## src/hdl/ctt_pkg.sv

```systemverilog
`default_nettype none

package ctt_pkg;

    localparam int RUN_MAX = 5;

    localparam logic [7:0]  BACKTICK    = 8'h60;
    localparam logic [15:0] CP_BACKTICK = 16'h0060;
    localparam logic [15:0] CP_IO_CAP   = 16'h0401;
    localparam logic [15:0] CP_IO_SMALL = 16'h0451;
    localparam logic [15:0] CP_CYR_LO   = 16'h0410;
    localparam logic [15:0] CP_CYR_HI   = 16'h044F;
    localparam logic [6:0]  ASCII_O_CAP   = 7'h4F;
    localparam logic [6:0]  ASCII_O_SMALL = 7'h6F;

    // backtick follows the letter for these offsets from U+0410
    localparam logic [31:0] ENC_TICK = 32'hE780_0040;

    typedef struct packed {
        logic [15:0] code_accum;
        logic [1:0]  bytes_left;
        logic [6:0]  pending_letter;
        logic        pending_valid;
    } ctt_state_t;

    typedef struct packed {
        logic [RUN_MAX-1:0][7:0] data;
        logic [2:0]              count;
    } ctt_run_t;

    typedef struct packed {
        logic [2:0][7:0] data;
        logic [1:0]      count;
    } ctt_utf8_t;

    typedef struct packed {
        logic       hit;
        logic [4:0] idx;
    } ctt_letter_t;

    function automatic ctt_letter_t letter_index(input logic [15:0] cp);
        ctt_letter_t r;
        r.hit = 1'b0;
        r.idx = '0;
        if (cp >= 16'h0041 && cp <= 16'h005A)
        begin
            r.hit = 1'b1;
            r.idx = 5'(cp - 16'h0041);
        end
        else if (cp >= 16'h0061 && cp <= 16'h007A)
        begin
            r.hit = 1'b1;
            r.idx = 5'(cp - 16'h0061);
        end
        return r;
    endfunction

    // capital plain letter per ASCII letter, zero where unmapped
    function automatic logic [10:0] dec_plain(input logic [4:0] idx);
        logic [10:0] r;
        case (idx)
            5'd0:  r = 11'h410;
            5'd1:  r = 11'h411;
            5'd2:  r = 11'h426;
            5'd3:  r = 11'h414;
            5'd4:  r = 11'h415;
            5'd5:  r = 11'h424;
            5'd6:  r = 11'h413;
            5'd7:  r = 11'h425;
            5'd8:  r = 11'h418;
            5'd9:  r = 11'h419;
            5'd10: r = 11'h41A;
            5'd11: r = 11'h41B;
            5'd12: r = 11'h41C;
            5'd13: r = 11'h41D;
            5'd14: r = 11'h41E;
            5'd15: r = 11'h41F;
            5'd17: r = 11'h420;
            5'd18: r = 11'h421;
            5'd19: r = 11'h422;
            5'd20: r = 11'h423;
            5'd21: r = 11'h412;
            5'd23: r = 11'h42C;
            5'd24: r = 11'h42B;
            5'd25: r = 11'h417;
            default: r = '0;
        endcase
        return r;
    endfunction

    // capital backtick variant per ASCII letter, zero where none
    function automatic logic [10:0] dec_variant(input logic [4:0] idx);
        logic [10:0] r;
        case (idx)
            5'd0:  r = 11'h42F;
            5'd2:  r = 11'h427;
            5'd4:  r = 11'h42D;
            5'd7:  r = 11'h429;
            5'd9:  r = 11'h416;
            5'd14: r = 11'h401;
            5'd18: r = 11'h428;
            5'd20: r = 11'h42E;
            5'd23: r = 11'h42A;
            default: r = '0;
        endcase
        return r;
    endfunction

    // capital ascii letter per offset from U+0410
    function automatic logic [6:0] enc_letter(input logic [4:0] off);
        logic [6:0] r;
        case (off)
            5'd0:  r = 7'h41;
            5'd1:  r = 7'h42;
            5'd2:  r = 7'h56;
            5'd3:  r = 7'h47;
            5'd4:  r = 7'h44;
            5'd5:  r = 7'h45;
            5'd6:  r = 7'h4A;
            5'd7:  r = 7'h5A;
            5'd8:  r = 7'h49;
            5'd9:  r = 7'h4A;
            5'd10: r = 7'h4B;
            5'd11: r = 7'h4C;
            5'd12: r = 7'h4D;
            5'd13: r = 7'h4E;
            5'd14: r = 7'h4F;
            5'd15: r = 7'h50;
            5'd16: r = 7'h52;
            5'd17: r = 7'h53;
            5'd18: r = 7'h54;
            5'd19: r = 7'h55;
            5'd20: r = 7'h46;
            5'd21: r = 7'h48;
            5'd22: r = 7'h43;
            5'd23: r = 7'h43;
            5'd24: r = 7'h53;
            5'd25: r = 7'h48;
            5'd26: r = 7'h58;
            5'd27: r = 7'h59;
            5'd28: r = 7'h58;
            5'd29: r = 7'h45;
            5'd30: r = 7'h55;
            5'd31: r = 7'h41;
            default: r = '0;
        endcase
        return r;
    endfunction

    function automatic logic [10:0] to_case(input logic [10:0] cap, input logic lower);
        logic [10:0] r;
        r = cap;
        if (lower)
        begin
            if (cap == CP_IO_CAP[10:0])
                r = CP_IO_SMALL[10:0];
            else
                r = cap + 11'h020;
        end
        return r;
    endfunction

    function automatic ctt_utf8_t utf8(input logic [15:0] cp);
        ctt_utf8_t r;
        r.data = '0;
        if (cp < 16'h0080)
        begin
            r.data[0] = cp[7:0];
            r.count   = 2'd1;
        end
        else if (cp < 16'h0800)
        begin
            r.data[0] = {3'b110, cp[10:6]};
            r.data[1] = {2'b10, cp[5:0]};
            r.count   = 2'd2;
        end
        else
        begin
            r.data[0] = {4'b1110, cp[15:12]};
            r.data[1] = {2'b10, cp[11:6]};
            r.data[2] = {2'b10, cp[5:0]};
            r.count   = 2'd3;
        end
        return r;
    endfunction

endpackage

`default_nettype wire

```

## src/hdl/ctt_step.sv

```systemverilog
`default_nettype none

module ctt_step
(
    input  wire ctt_pkg::ctt_state_t cur,
    input  wire logic [7:0]          in_byte,
    input  wire logic                is_end,
    input  wire logic                decode_mode,
    output ctt_pkg::ctt_state_t      nxt,
    output ctt_pkg::ctt_run_t        run
);

    logic [15:0]          merged;
    logic                 done;
    logic [15:0]          cp;
    logic                 flush_do;
    logic                 flush_var;
    logic                 process;
    ctt_pkg::ctt_letter_t pend_li;
    ctt_pkg::ctt_letter_t cp_li;
    logic [10:0]          cap;
    logic [10:0]          plain;
    logic [10:0]          variant;
    logic [5:0]           off6;
    ctt_pkg::ctt_utf8_t   fu;
    ctt_pkg::ctt_utf8_t   pu;
    logic [3:0]           total;

    // fold the continuation byte into the code point
    always_comb
    begin
        case (cur.bytes_left)
            2'd1:    merged = cur.code_accum | {10'b0, in_byte[5:0]};
            2'd2:    merged = cur.code_accum | {4'b0, in_byte[5:0], 6'b0};
            2'd3:    merged = cur.code_accum | {in_byte[3:0], 12'b0};
            default: merged = cur.code_accum;
        endcase
    end

    always_comb
    begin
        nxt       = cur;
        done      = 1'b0;
        cp        = '0;
        flush_do  = 1'b0;
        flush_var = 1'b0;
        process   = 1'b0;
        fu        = '0;
        pu        = '0;
        cap       = '0;
        off6      = '0;
        cp_li     = '0;
        plain     = '0;
        variant   = '0;

        // utf-8 assembly
        if (is_end)
        begin
            nxt.code_accum = '0;
            nxt.bytes_left = '0;
        end
        else if (cur.bytes_left != 2'd0)
        begin
            nxt.bytes_left = cur.bytes_left - 2'd1;
            if (cur.bytes_left == 2'd1)
            begin
                done           = 1'b1;
                cp             = merged;
                nxt.code_accum = '0;
            end
            else
            begin
                nxt.code_accum = merged;
            end
        end
        else if (!in_byte[7])
        begin
            done = 1'b1;
            cp   = {8'b0, in_byte};
        end
        else if (!in_byte[5])
        begin
            nxt.code_accum = {5'b0, in_byte[4:0], 6'b0};
            nxt.bytes_left = 2'd1;
        end
        else
        begin
            nxt.code_accum = {in_byte[3:0], 12'b0};
            nxt.bytes_left = 2'd2;
        end

        // pending letter resolution
        if (is_end)
        begin
            flush_do = cur.pending_valid;
        end
        else if (done)
        begin
            if (cur.pending_valid && cp == ctt_pkg::CP_BACKTICK)
            begin
                flush_do  = 1'b1;
                flush_var = 1'b1;
            end
            else
            begin
                flush_do = cur.pending_valid;
                process  = 1'b1;
            end
        end

        pend_li = ctt_pkg::letter_index({9'b0, cur.pending_letter});
        if (flush_do)
        begin
            if (pend_li.hit)
                cap = flush_var ? ctt_pkg::dec_variant(pend_li.idx)
                                : ctt_pkg::dec_plain(pend_li.idx);
            if (cap != 11'd0)
                fu = ctt_pkg::utf8({5'b0, ctt_pkg::to_case(cap, cur.pending_letter[5])});
            nxt.pending_valid  = 1'b0;
            nxt.pending_letter = '0;
        end

        // code point under the current mode
        if (process)
        begin
            if (decode_mode)
            begin
                cp_li = ctt_pkg::letter_index(cp);
                if (cp_li.hit)
                begin
                    plain   = ctt_pkg::dec_plain(cp_li.idx);
                    variant = ctt_pkg::dec_variant(cp_li.idx);
                end
                if (cp_li.hit && plain != 11'd0)
                begin
                    if (variant != 11'd0)
                    begin
                        nxt.pending_letter = cp[6:0];
                        nxt.pending_valid  = 1'b1;
                    end
                    else
                    begin
                        pu = ctt_pkg::utf8({5'b0, ctt_pkg::to_case(plain, cp[5])});
                    end
                end
                else
                begin
                    pu = ctt_pkg::utf8(cp);
                end
            end
            else if (cp == ctt_pkg::CP_IO_CAP || cp == ctt_pkg::CP_IO_SMALL)
            begin
                pu.data[0] = {1'b0, (cp == ctt_pkg::CP_IO_CAP) ? ctt_pkg::ASCII_O_CAP
                                                               : ctt_pkg::ASCII_O_SMALL};
                pu.data[1] = ctt_pkg::BACKTICK;
                pu.count   = 2'd2;
            end
            else if (cp >= ctt_pkg::CP_CYR_LO && cp <= ctt_pkg::CP_CYR_HI)
            begin
                off6       = 6'(cp - ctt_pkg::CP_CYR_LO);
                pu.data[0] = {1'b0, ctt_pkg::enc_letter(off6[4:0]) | {1'b0, off6[5], 5'b0}};
                if (ctt_pkg::ENC_TICK[off6[4:0]])
                begin
                    pu.data[1] = ctt_pkg::BACKTICK;
                    pu.count   = 2'd2;
                end
                else
                begin
                    pu.count = 2'd1;
                end
            end
            else
            begin
                pu = ctt_pkg::utf8(cp);
            end
        end
    end

    // flush bytes first, then the code point bytes
    always_comb
    begin
        total = {2'b0, fu.count} + {2'b0, pu.count};
        run.count = (total > 4'(ctt_pkg::RUN_MAX)) ? 3'(ctt_pkg::RUN_MAX) : total[2:0];
        for (int i = 0; i < ctt_pkg::RUN_MAX; i++)
        begin
            if (i < int'(fu.count))
                run.data[i] = fu.data[i[1:0]];
            else if (i - int'(fu.count) < int'(pu.count))
                run.data[i] = pu.data[2'(i - int'(fu.count))];
            else
                run.data[i] = '0;
        end
    end

endmodule

`default_nettype wire

```

## src/hdl/ctt_run_buf.sv

```systemverilog
`default_nettype none

module ctt_run_buf
(
    input  wire logic              clk,
    input  wire logic              rst_n,
    input  wire logic              load,
    input  wire ctt_pkg::ctt_run_t run,
    input  wire logic              out_stall,
    output logic                   free,
    output logic [7:0]             out_byte,
    output logic                   run_last,
    output logic                   out_valid
);

    logic [ctt_pkg::RUN_MAX-1:0][7:0] data_reg;
    logic [ctt_pkg::RUN_MAX-1:0][7:0] data_next;
    logic [2:0]                       count_reg;
    logic [2:0]                       count_next;
    logic                             take;

    assign out_valid = (count_reg != 3'd0);
    assign run_last  = (count_reg == 3'd1);
    assign out_byte  = data_reg[0];
    assign take      = out_valid && !out_stall;
    // room for a new run once the last beat leaves
    assign free      = !out_valid || (run_last && !out_stall);

    always_comb
    begin
        data_next  = data_reg;
        count_next = count_reg;
        if (load)
        begin
            data_next  = run.data;
            count_next = run.count;
        end
        else if (take)
        begin
            for (int i = 0; i < ctt_pkg::RUN_MAX - 1; i++)
                data_next[i] = data_reg[i + 1];
            count_next = count_reg - 3'd1;
        end
    end

    always_ff @(posedge clk or negedge rst_n)
    begin
        if (!rst_n)
            count_reg <= '0;
        else
            count_reg <= count_next;
    end

    always_ff @(posedge clk)
    begin
        data_reg <= data_next;
    end

endmodule

`default_nettype wire

```

## src/hdl/cyrillic_translit_transcoder_unit.sv

```systemverilog
`default_nettype none

// Cyrillic transliteration transcoder. A UTF-8 byte stream enters one byte per
// beat; code points of one to three bytes are assembled (F0 and above count as
// 3-byte leads, continuation bytes are not checked). With decode_mode at 0 the
// Cyrillic letters U+0410..U+044F, U+0401 and U+0451 leave as one ascii letter,
// some followed by a backtick, and every other code point is sent back out as
// UTF-8. With decode_mode at 1 ascii letters other than Q, W, q and w become
// Cyrillic letters as 2-byte UTF-8; the letters that have a backtick variant
// wait for the next code point, a backtick picks the variant and anything
// else sends the plain letter and is then handled itself. An input beat with
// is_end set flushes a waiting letter and drops an unfinished sequence. Each
// input beat gives zero to five output beats; run_last marks the last output
// beat of one input beat. Rate: the output port moves one byte per cycle
// while out_stall is low, so an input beat that gives bytes holds the input
// until its last byte leaves, and the next input beat can be taken in the
// cycle the last byte leaves. decode_mode is written through the cfg port,
// which is always ready; write it only while no output is outstanding.
module cyrillic_translit_transcoder_unit
(
    input  wire logic       clk,
    input  wire logic       rst_n,
    // configuration
    input  wire logic       cfg_valid,
    output logic            cfg_ready,
    input  wire logic       cfg_data,
    // input byte stream
    input  wire logic       in_valid,
    output logic            in_stall,
    input  wire logic [7:0] in_byte,
    input  wire logic       is_end,
    // output byte stream
    output logic            out_valid,
    input  wire logic       out_stall,
    output logic [7:0]      out_byte,
    output logic            run_last
);

    logic                 decode_mode_reg;
    ctt_pkg::ctt_state_t  state_reg;
    ctt_pkg::ctt_state_t  state_next;
    ctt_pkg::ctt_run_t    run;
    logic                 buf_free;
    logic                 in_fire;

    // config register, taken on any cycle
    assign cfg_ready = 1'b1;

    always_ff @(posedge clk or negedge rst_n)
    begin
        if (!rst_n)
            decode_mode_reg <= 1'b0;
        else if (cfg_valid && cfg_ready)
            decode_mode_reg <= cfg_data;
    end

    // input beat taken whenever the run buffer can take its results
    assign in_stall = !buf_free;
    assign in_fire  = in_valid && !in_stall;

    // assembly, pending letter and mapping for one beat
    ctt_step u_step
    (
        .cur         (state_reg),
        .in_byte     (in_byte),
        .is_end      (is_end),
        .decode_mode (decode_mode_reg),
        .nxt         (state_next),
        .run         (run)
    );

    // transcoder state advances only on an accepted beat
    always_ff @(posedge clk or negedge rst_n)
    begin
        if (!rst_n)
            state_reg <= '0;
        else if (in_fire)
            state_reg <= state_next;
    end

    // result bytes, one per output beat
    ctt_run_buf u_run_buf
    (
        .clk       (clk),
        .rst_n     (rst_n),
        .load      (in_fire),
        .run       (run),
        .out_stall (out_stall),
        .free      (buf_free),
        .out_byte  (out_byte),
        .run_last  (run_last),
        .out_valid (out_valid)
    );

    // a new beat only overlaps the last byte of the previous run
    a_overlap_last: assert property (@(posedge clk) disable iff (!rst_n)
        (in_fire && out_valid) |-> (run_last && !out_stall))
        else $error("input beat accepted while output run not finishing");

    // a waiting letter is always an ascii letter
    a_pending_letter: assert property (@(posedge clk) disable iff (!rst_n)
        state_reg.pending_valid |->
            ((state_reg.pending_letter >= 7'h41 && state_reg.pending_letter <= 7'h5A) ||
             (state_reg.pending_letter >= 7'h61 && state_reg.pending_letter <= 7'h7A)))
        else $error("pending letter outside ascii letters");

    // at most two continuation bytes are ever expected
    a_bytes_left: assert property (@(posedge clk) disable iff (!rst_n)
        state_reg.bytes_left != 2'd3)
        else $error("continuation count out of range");

    // an end beat leaves no sequence under assembly and no waiting letter
    a_end_clears: assert property (@(posedge clk) disable iff (!rst_n)
        (in_fire && is_end) |=> (state_reg.bytes_left == 2'd0 && !state_reg.pending_valid))
        else $error("end beat left state behind");

endmodule

`default_nettype wire
```

## config.mk

```make
export PLATFORM = sky130hd
export DESIGN_NAME = cyrillic_translit_transcoder_unit
export DESIGN_NICKNAME = d
export VERILOG_FILES = /design/src/hdl/ctt_pkg.sv /design/src/hdl/ctt_step.sv /design/src/hdl/ctt_run_buf.sv /design/src/hdl/cyrillic_translit_transcoder_unit.sv
export SDC_FILE = /design/constraint.sdc
export NUM_CORES = 1
export LEC_CHECK = 0
export CAP_MARGIN = 20
export CORE_AREA = 2 2 168 170
export DETAILED_ROUTE_END_ITERATION = 8
export DIE_AREA = 0 0 170 172
export DONT_BUFFER_PORTS = 1
export HOLD_SLACK_MARGIN = 0.08
export PLACE_DENSITY_LB_ADDON = 0.15
export SLEW_MARGIN = 0
export SYNTH_ARGS = -nofsm -noshare
export SYNTH_HDL_FRONTEND = slang
export SYNTH_HIERARCHICAL = 1
export SYNTH_SLANG_ARGS = --single-unit
```

## constraint.sdc

```tcl
create_clock -name clk -period 15.44 [get_ports clk]
set_input_delay 0 -clock clk [delete_from_list [all_inputs] [get_ports clk]]
set_output_delay 0 -clock clk [all_outputs]
set_load 0.005 [all_outputs]
```

# [Word level (Yosys, flattened, before mapping)]
# Memory sizes are Yosys's and may differ from the RTL's.
# Index checks and enable logic that the tools add are counted.
# W data, S select, Z words.
[word_totals] regBits=70 romBits=1088 input_bits=15 out_inout_bits=12 elab_cells=203 memories=6
[mem_list] memory="(name not given)" depth=32 word_bits=7 read_ports=1 rd_ports_with_merged_regs=0 write_ports=0 line_no="ctt_pkg.sv:94" text="case (idx)"
[mem_list] memory="(name not given)" depth=32 word_bits=7 read_ports=1 rd_ports_with_merged_regs=0 write_ports=0 line_no="ctt_pkg.sv:61" text="case (idx)"
[mem_list] memory="(name not given)" depth=32 word_bits=7 read_ports=1 rd_ports_with_merged_regs=0 write_ports=0 line_no="ctt_pkg.sv:61"
[mem_list] memory="(name not given)" depth=32 word_bits=7 read_ports=1 rd_ports_with_merged_regs=0 write_ports=0 line_no="ctt_pkg.sv:94"
[mem_list] memory="(name not given)" depth=32 word_bits=5 read_ports=1 rd_ports_with_merged_regs=0 write_ports=0 line_no="ctt_pkg.sv:112" text="case (off)"
[mem_list] memory="(name not given)" depth=32 word_bits=1 read_ports=1 rd_ports_with_merged_regs=0 write_ports=0 line_no="ctt_step.sv:162" text="if (ctt_pkg::ENC_TICK[off6[4:0]])"
[op_classes] n_addsub=15 magnitude_cmp=29 n_eq_ne=9 n_mux=106 bitwise_logic=4 n_reduce_logical=23
[op_table] operator="$mux W8" count=27
[op_table] operator="$mux W11" count=19
[op_table] operator="$lt A32 B3 Y1" count=5
[op_table] operator="$mux W26" count=6
[op_table] operator="$mux W18" count=6
[op_table] operator="$mux W16" count=6
[op_table] operator="$bmux W8 S2" count=5
[op_table] operator="$mux W32" count=2
[op_table] operator="$pmux W16 S3" count=1
[op_table] operator="$mux W6" count=7
[op_table] operator="$mux W7" count=6
[op_table] operator="$reduce_bool A11 Y1" count=3
[op_table] operator="$eq A16 B11 Y1 const B" count=2
[op_table] operator="$ge A16 B7 Y1 const B" count=2
[op_table] operator="$le A16 B7 Y1 const B" count=2
[op_table] operator="$mux W10" count=3
[op_table] operator="$add A11 B6 Y11 const B" count=2
[op_table] operator="$eq A11 B11 Y1 const B" count=2
[op_table] operator="$lt A11 B8 Y1 const B" count=2
[op_table] operator="$lt A2 B4 Y1 const B" count=5
[op_table] operator="$sub A5 B1 Y5 const B" count=4
[op_table] operator="$eq A16 B7 Y1 const B" count=1
[op_table] operator="$ge A16 B11 Y1 const B" count=1
[op_table] operator="$le A16 B11 Y1 const B" count=1
[op_table] operator="31 further kinds" count=66

# [Logic depth before layout (Yosys ltp)]
# An unclocked memory read counts as a cell.
[depth] depth_word=34 mapped_depth=33 mapped_depth_nobuf=27

# [Modules after synthesis]
# Netlist, hierarchy kept.
[by_module_without_submodules] mod="ctt_step" n_inst=1 cells_each=830 area_per_inst_um2=5159.9 seq_area_each_um2=0.0
[by_module_without_submodules] mod="ctt_run_buf" n_inst=1 cells_each=113 area_per_inst_um2=1888.1 seq_area_each_um2=1276.2
[by_module_without_submodules] mod="cyrillic_translit_transcoder_unit" n_inst=1 cells_each=61 area_per_inst_um2=1103.6 seq_area_each_um2=675.6

# [Least setup slack after synthesis]
# OpenSTA, ideal clock, no wires.
[synth_path] path_kind="register to register" startpoint="register state_reg[8] (netlist bit)" endpoint="register u_run_buf.data_reg, in the netlist u_run_buf/out_byte[2] (data pin)" setup_time_ps=129 arrival_time_ps=6576 required_time_ps=15311 path_slack_ps=8735 path_stages_with_launch=34 period_less_slack_ps=6705 path_cell_list="dfrtp_1 -> clkbuf_1 -> clkbuf_1 -> o21a_1 -> o21a_1 -> buf_2 -> inv_1 -> clkbuf_1 -> clkbuf_1 -> ha_1 -> a211o_1 -> and2_1 -> a221o_1 -> o21a_1 -> clkbuf_1 -> nor2_1 -> inv_1 -> ha_1 -> o311ai_0 -> o21ai_0 -> o21a_1 -> a2111o_1 -> nand2_1 -> o221ai_1 -> a21oi_1 -> ha_1 -> inv_1 -> a21oi_1 -> nand2_1 -> or4_1 -> buf_2 -> o2bb2a_2 -> o21ai_2 -> mux2_2"
[synth_lines] element="start, declared" line_no="cyrillic_translit_transcoder_unit.sv:40" text="ctt_pkg::ctt_state_t state_reg;"
[synth_lines] element="start signal, assigned" line_no="cyrillic_translit_transcoder_unit.sv:78" text="state_reg <= state_next;"
[synth_lines] element="end signal, assigned" line_no="ctt_run_buf.sv:56" text="data_reg <= data_next;"
[synth_lines] element="end, declared" line_no="ctt_run_buf.sv:16" text="logic [ctt_pkg::RUN_MAX-1:0][7:0] data_reg;"

==> results.py <==
metrics = {
    "run_status": {
        "status": "finished, final reports clean",
    },
    "floorplanning": {
        "dieArea_um2": 29240,
        "start_util": 0.2967,
        "core_um2": 27480,
        "fp.dieH_um": 172,
        "boundaryPins": 27,
        "num_rows": 61,
        "die_width_um": 170,
    },
    "synthesis": {
        "ys_seq_area_frac": 0.2394,
        "synth_edf_count": 40,
        "syn_avg_cell_area_um2": 8.119,
        "ys_types": 92,
        "async_reset_ff_frac": 0.4286,
        "yosys_warnings": 6,
        "mappedNetlistNets": 1063,
        "synth_flop_cell": "edfxtp_1",
        "synthCells": 1004,
        "netlist_area_um2": 8152,
        "ys_seq_elements": 70,
    },
    "pwr": {
        "p_leak_uw": 0.003176,
        "ir_drop_mv": 0.06773,
        "p_per_area_nw_per_um2": 185.3,
    },
    "routing": {
        "vias": 7975,
        "route.top_layer_used": "met4",
        "post-route-drc-count": 0,
        "dr_wl_met2_um": 13790,
        "ant_nets": 0,
        "via_per_inst": 6.051,
        "totalWireLength_um": 28900,
        "drtIter0Drc": 892,
        "dr.pass1.iters": 6,
        "drt-wirelength-per-cell_um": 21.92,
        "met3WireLength_um": 1391,
        "wl_met1_um": 13100,
    },
    "timing": {
        "tightest_slew_ns": 1.002,
        "fin_crit_sh": 0.5377,
        "maxSlewHeadroom": 0.3310,
        "finalCriticalPeriod_ns": 8.303,
        "finalMaxSlewViolations": 0,
        "finalHoldViolCount": 0,
        "fmax_mhz": 120.4,
        "rsz0062_at_grt": "no",
        "skew_ns": 0.009235,
        "final.setup.tns_ns": 0,
        "setup_viol": 0,
    },
    "global_route": {
        "antenna_found_initial": 0,
        "overflow": 0,
        "grt_pass1_wl_um": 46190,
        "grt_pass1_vias": 7829,
        "gr-usage-all-layers": 0.2023,
        "grt_start_max_net_pins": 49,
    },
    "finish": {
        "drive_gt1_frac": 0.1317,
        "final_area_um2": 8843,
        "antenna_cells": 0,
        "nNetsFinal": 1026,
        "area_delta_synth_final_pct": 8.488,
        "largest_reg_flops": 32,
    },
    "clock_network": {
        "cts_tree": "done",
        "cts_resized": 0,
        "root_buffer": "clkbuf_16",
        "h-tree-depth": 3,
        "clk_pin_slew_ns": 0.06,
        "cts_buffers": 9,
        "cts_post_setup_buffers_inserted": 0,
        "clk_latency_ns": 0.35,
        "cts_num_sinks": 70,
        "clock_path_buffers": 2,
    },
    "worst_setup_path": {
        "critPathRequiredTime_ns": 15.65,
        "cp.arrival_ns": 8.52,
        "startpoint_type": "register",
        "path_class": "reg -> reg",
        "end_kind": "register",
        "cp_max_fo": 24,
    },
    "placement": {
        "placed_area_um2": 8358,
        "place_hpwl_um": 20950,
        "gp_congestion": 0.9331,
        "io_buffers": 0,
    },
    "flow_run": {
        "max-cap-violations": 0,
    },
    "min_path": {
        "hold_path_class": "in -> async",
    },
}
[cells in the final DEF, fill, tap and decap left out, types with 16 or more instances in the layout]
| master | n |
|---|---|
| nand2_1 | 68 |
| a21oi_1 | 79 |
| nor3_1 | 34 |
| inv_1 | 38 |
| a211oi_1 | 16 |
| a31oi_1 | 18 |
| mux2_4 | 19 |
| edfxtp_1 | 40 |
| nor2b_1 | 17 |
| nand3_1 | 34 |
| mux2_2 | 44 |
| o21ai_0 | 64 |
| nor2_1 | 78 |
| buf_4 | 17 |
| o22ai_1 | 20 |
| dfrtp_1 | 30 |
| ha_1 | 43 |
[layer usage]
| metal | track usage | vias up |
|---|---|---|
| met5 | 0 | - |
| met2 | 0.3402 | 296 |
| li1 | - | 3739 |
| met3 | 0.02266 | 46 |
| met1 | 0.2730 | 3894 |
| met4 | 0.06243 | 0 |
[synthesized netlist by cell type, types with 9 or more instances]
| master | count | area [um^2] |
|---|---|---|
| a21oi_1 | 79 | 395.4 |
| nor2_1 | 78 | 292.8 |
| nand2_1 | 68 | 255.2 |
| o21ai_0 | 65 | 325.3 |
| clkbuf_1 | 55 | 206.5 |
| mux2_2 | 44 | 495.5 |
| ha_1 | 43 | 538.0 |
| edfxtp_1 | 40 | 1201 |
| inv_1 | 39 | 146.4 |
| nand3_1 | 34 | 170.2 |
| nor3_1 | 34 | 170.2 |
| dfrtp_1 | 30 | 750.7 |
| o22ai_1 | 20 | 125.1 |
| mux2_4 | 19 | 285.3 |
| a31oi_1 | 18 | 112.6 |
| nor2b_1 | 17 | 106.4 |
| a211oi_1 | 16 | 120.1 |
| nand2b_1 | 15 | 93.84 |
| nor4_1 | 14 | 87.58 |
| o21a_1 | 14 | 105.1 |
| and2_1 | 13 | 81.33 |
| o221ai_1 | 12 | 105.1 |
| mux2i_1 | 11 | 110.1 |
| o211ai_1 | 11 | 82.58 |
| or3_1 | 11 | 68.82 |
| buf_4 | 10 | 75.07 |
| xnor2_1 | 9 | 78.83 |
[worst paths after layout]
path / slack (ns) / cells past startpoint / startpoint / endpoint
worst max-delay path: 7.14 / 23 / state_reg[9] / u_run_buf/data_reg[30]
worst min-delay path: 0.11 / 2 / rst_n / state_reg[14]
worst max register to register: 7.14 / 23 / state_reg[9] / u_run_buf/data_reg[30]
worst min register to register: 0.54 / 1 / state_reg[10] / state_reg[10]
max in group asynchronous: 15.15 / 2 / rst_n / u_run_buf/count_reg[0]
min in group clk: 0.12 / 4 / in_byte[5] / state_reg[18]
[worst max-delay path: stages, from the launching register on]
cell	delay, ns
dfrtp_1	0.56
nor2_1	0.76
o21a_1	0.44
inv_1	0.53
ha_1	0.46
a211o_1	0.30
and2_1	0.18
a221o_1	0.33
o21ai_1	0.38
nand2b_1	0.24
ha_1	0.33
o311ai_0	0.44
o21ai_0	0.17
o21a_1	0.17
a2111o_1	0.44
nand2_1	0.13
o221ai_1	0.12
a21oi_1	0.33
ha_1	0.23
inv_1	0.04
a21o_1	0.17
or2_2	0.31
a2111oi_0	0.78
mux2_2	0.29
[cell type report]
| type | instances | area (um^2) |
|---|---|---|
| tap | 346 | 432.9 |
| timing repair buffer | 29 | 257.7 |
| clock inverter | 7 | 130.1 |
| sequential | 70 | 1952 |
| clock buffer | 9 | 225.2 |
| fill | 2932 | 18630 |
| inverter | 44 | 165.2 |
| multi-input combinational | 813 | 5680 |
[timing repair]
action	in CTS	in global routing
hold buffers	12	0
setup endpoints to repair	0	0
endpoints found under the hold margin	44	0
[through the flow]
step	hold WS (ns)	cells	power, uW	setup slack, ns	util
global route	0.1160	1318	1766	6.724	0.3219
global placement	-0.2950	1290	1383	7.699	0.3042
CTS	0.09532	1318	1628	7.436	0.3219
detailed placement	-0.2950	1290	1365	7.503	0.3042
finish	0.1053	1318	1638	7.137	0.3219
floorplan	-0.2956	1004	1126	8.735	-
[logic make-up (layout without fill, tap and decap cells)]
kind of cell | Yosys count | after routing | share of synthesized area
mux | 74 | 74 | 0.1093
compound gates | 354 | 354 | 0.2979
fa+ha+maj | 44 | 44 | 0.06846
buf+inv | 121 | 89 | 0.06585
xor+xnor | 11 | 11 | 0.01182
simple gates | 329 | 329 | 0.2068
other cells | 1 | 1 | 0.0004600
flops | 70 | 70 | 0.2394
[power breakdown]
group          internal [uW]  switching, uW  leakage, uW
logic                    375            646      0.00220
clock network            161           89.0     0.000174
registers                294           73.0     0.000803
Note: power is estimated with default switching activity, not from simulation.
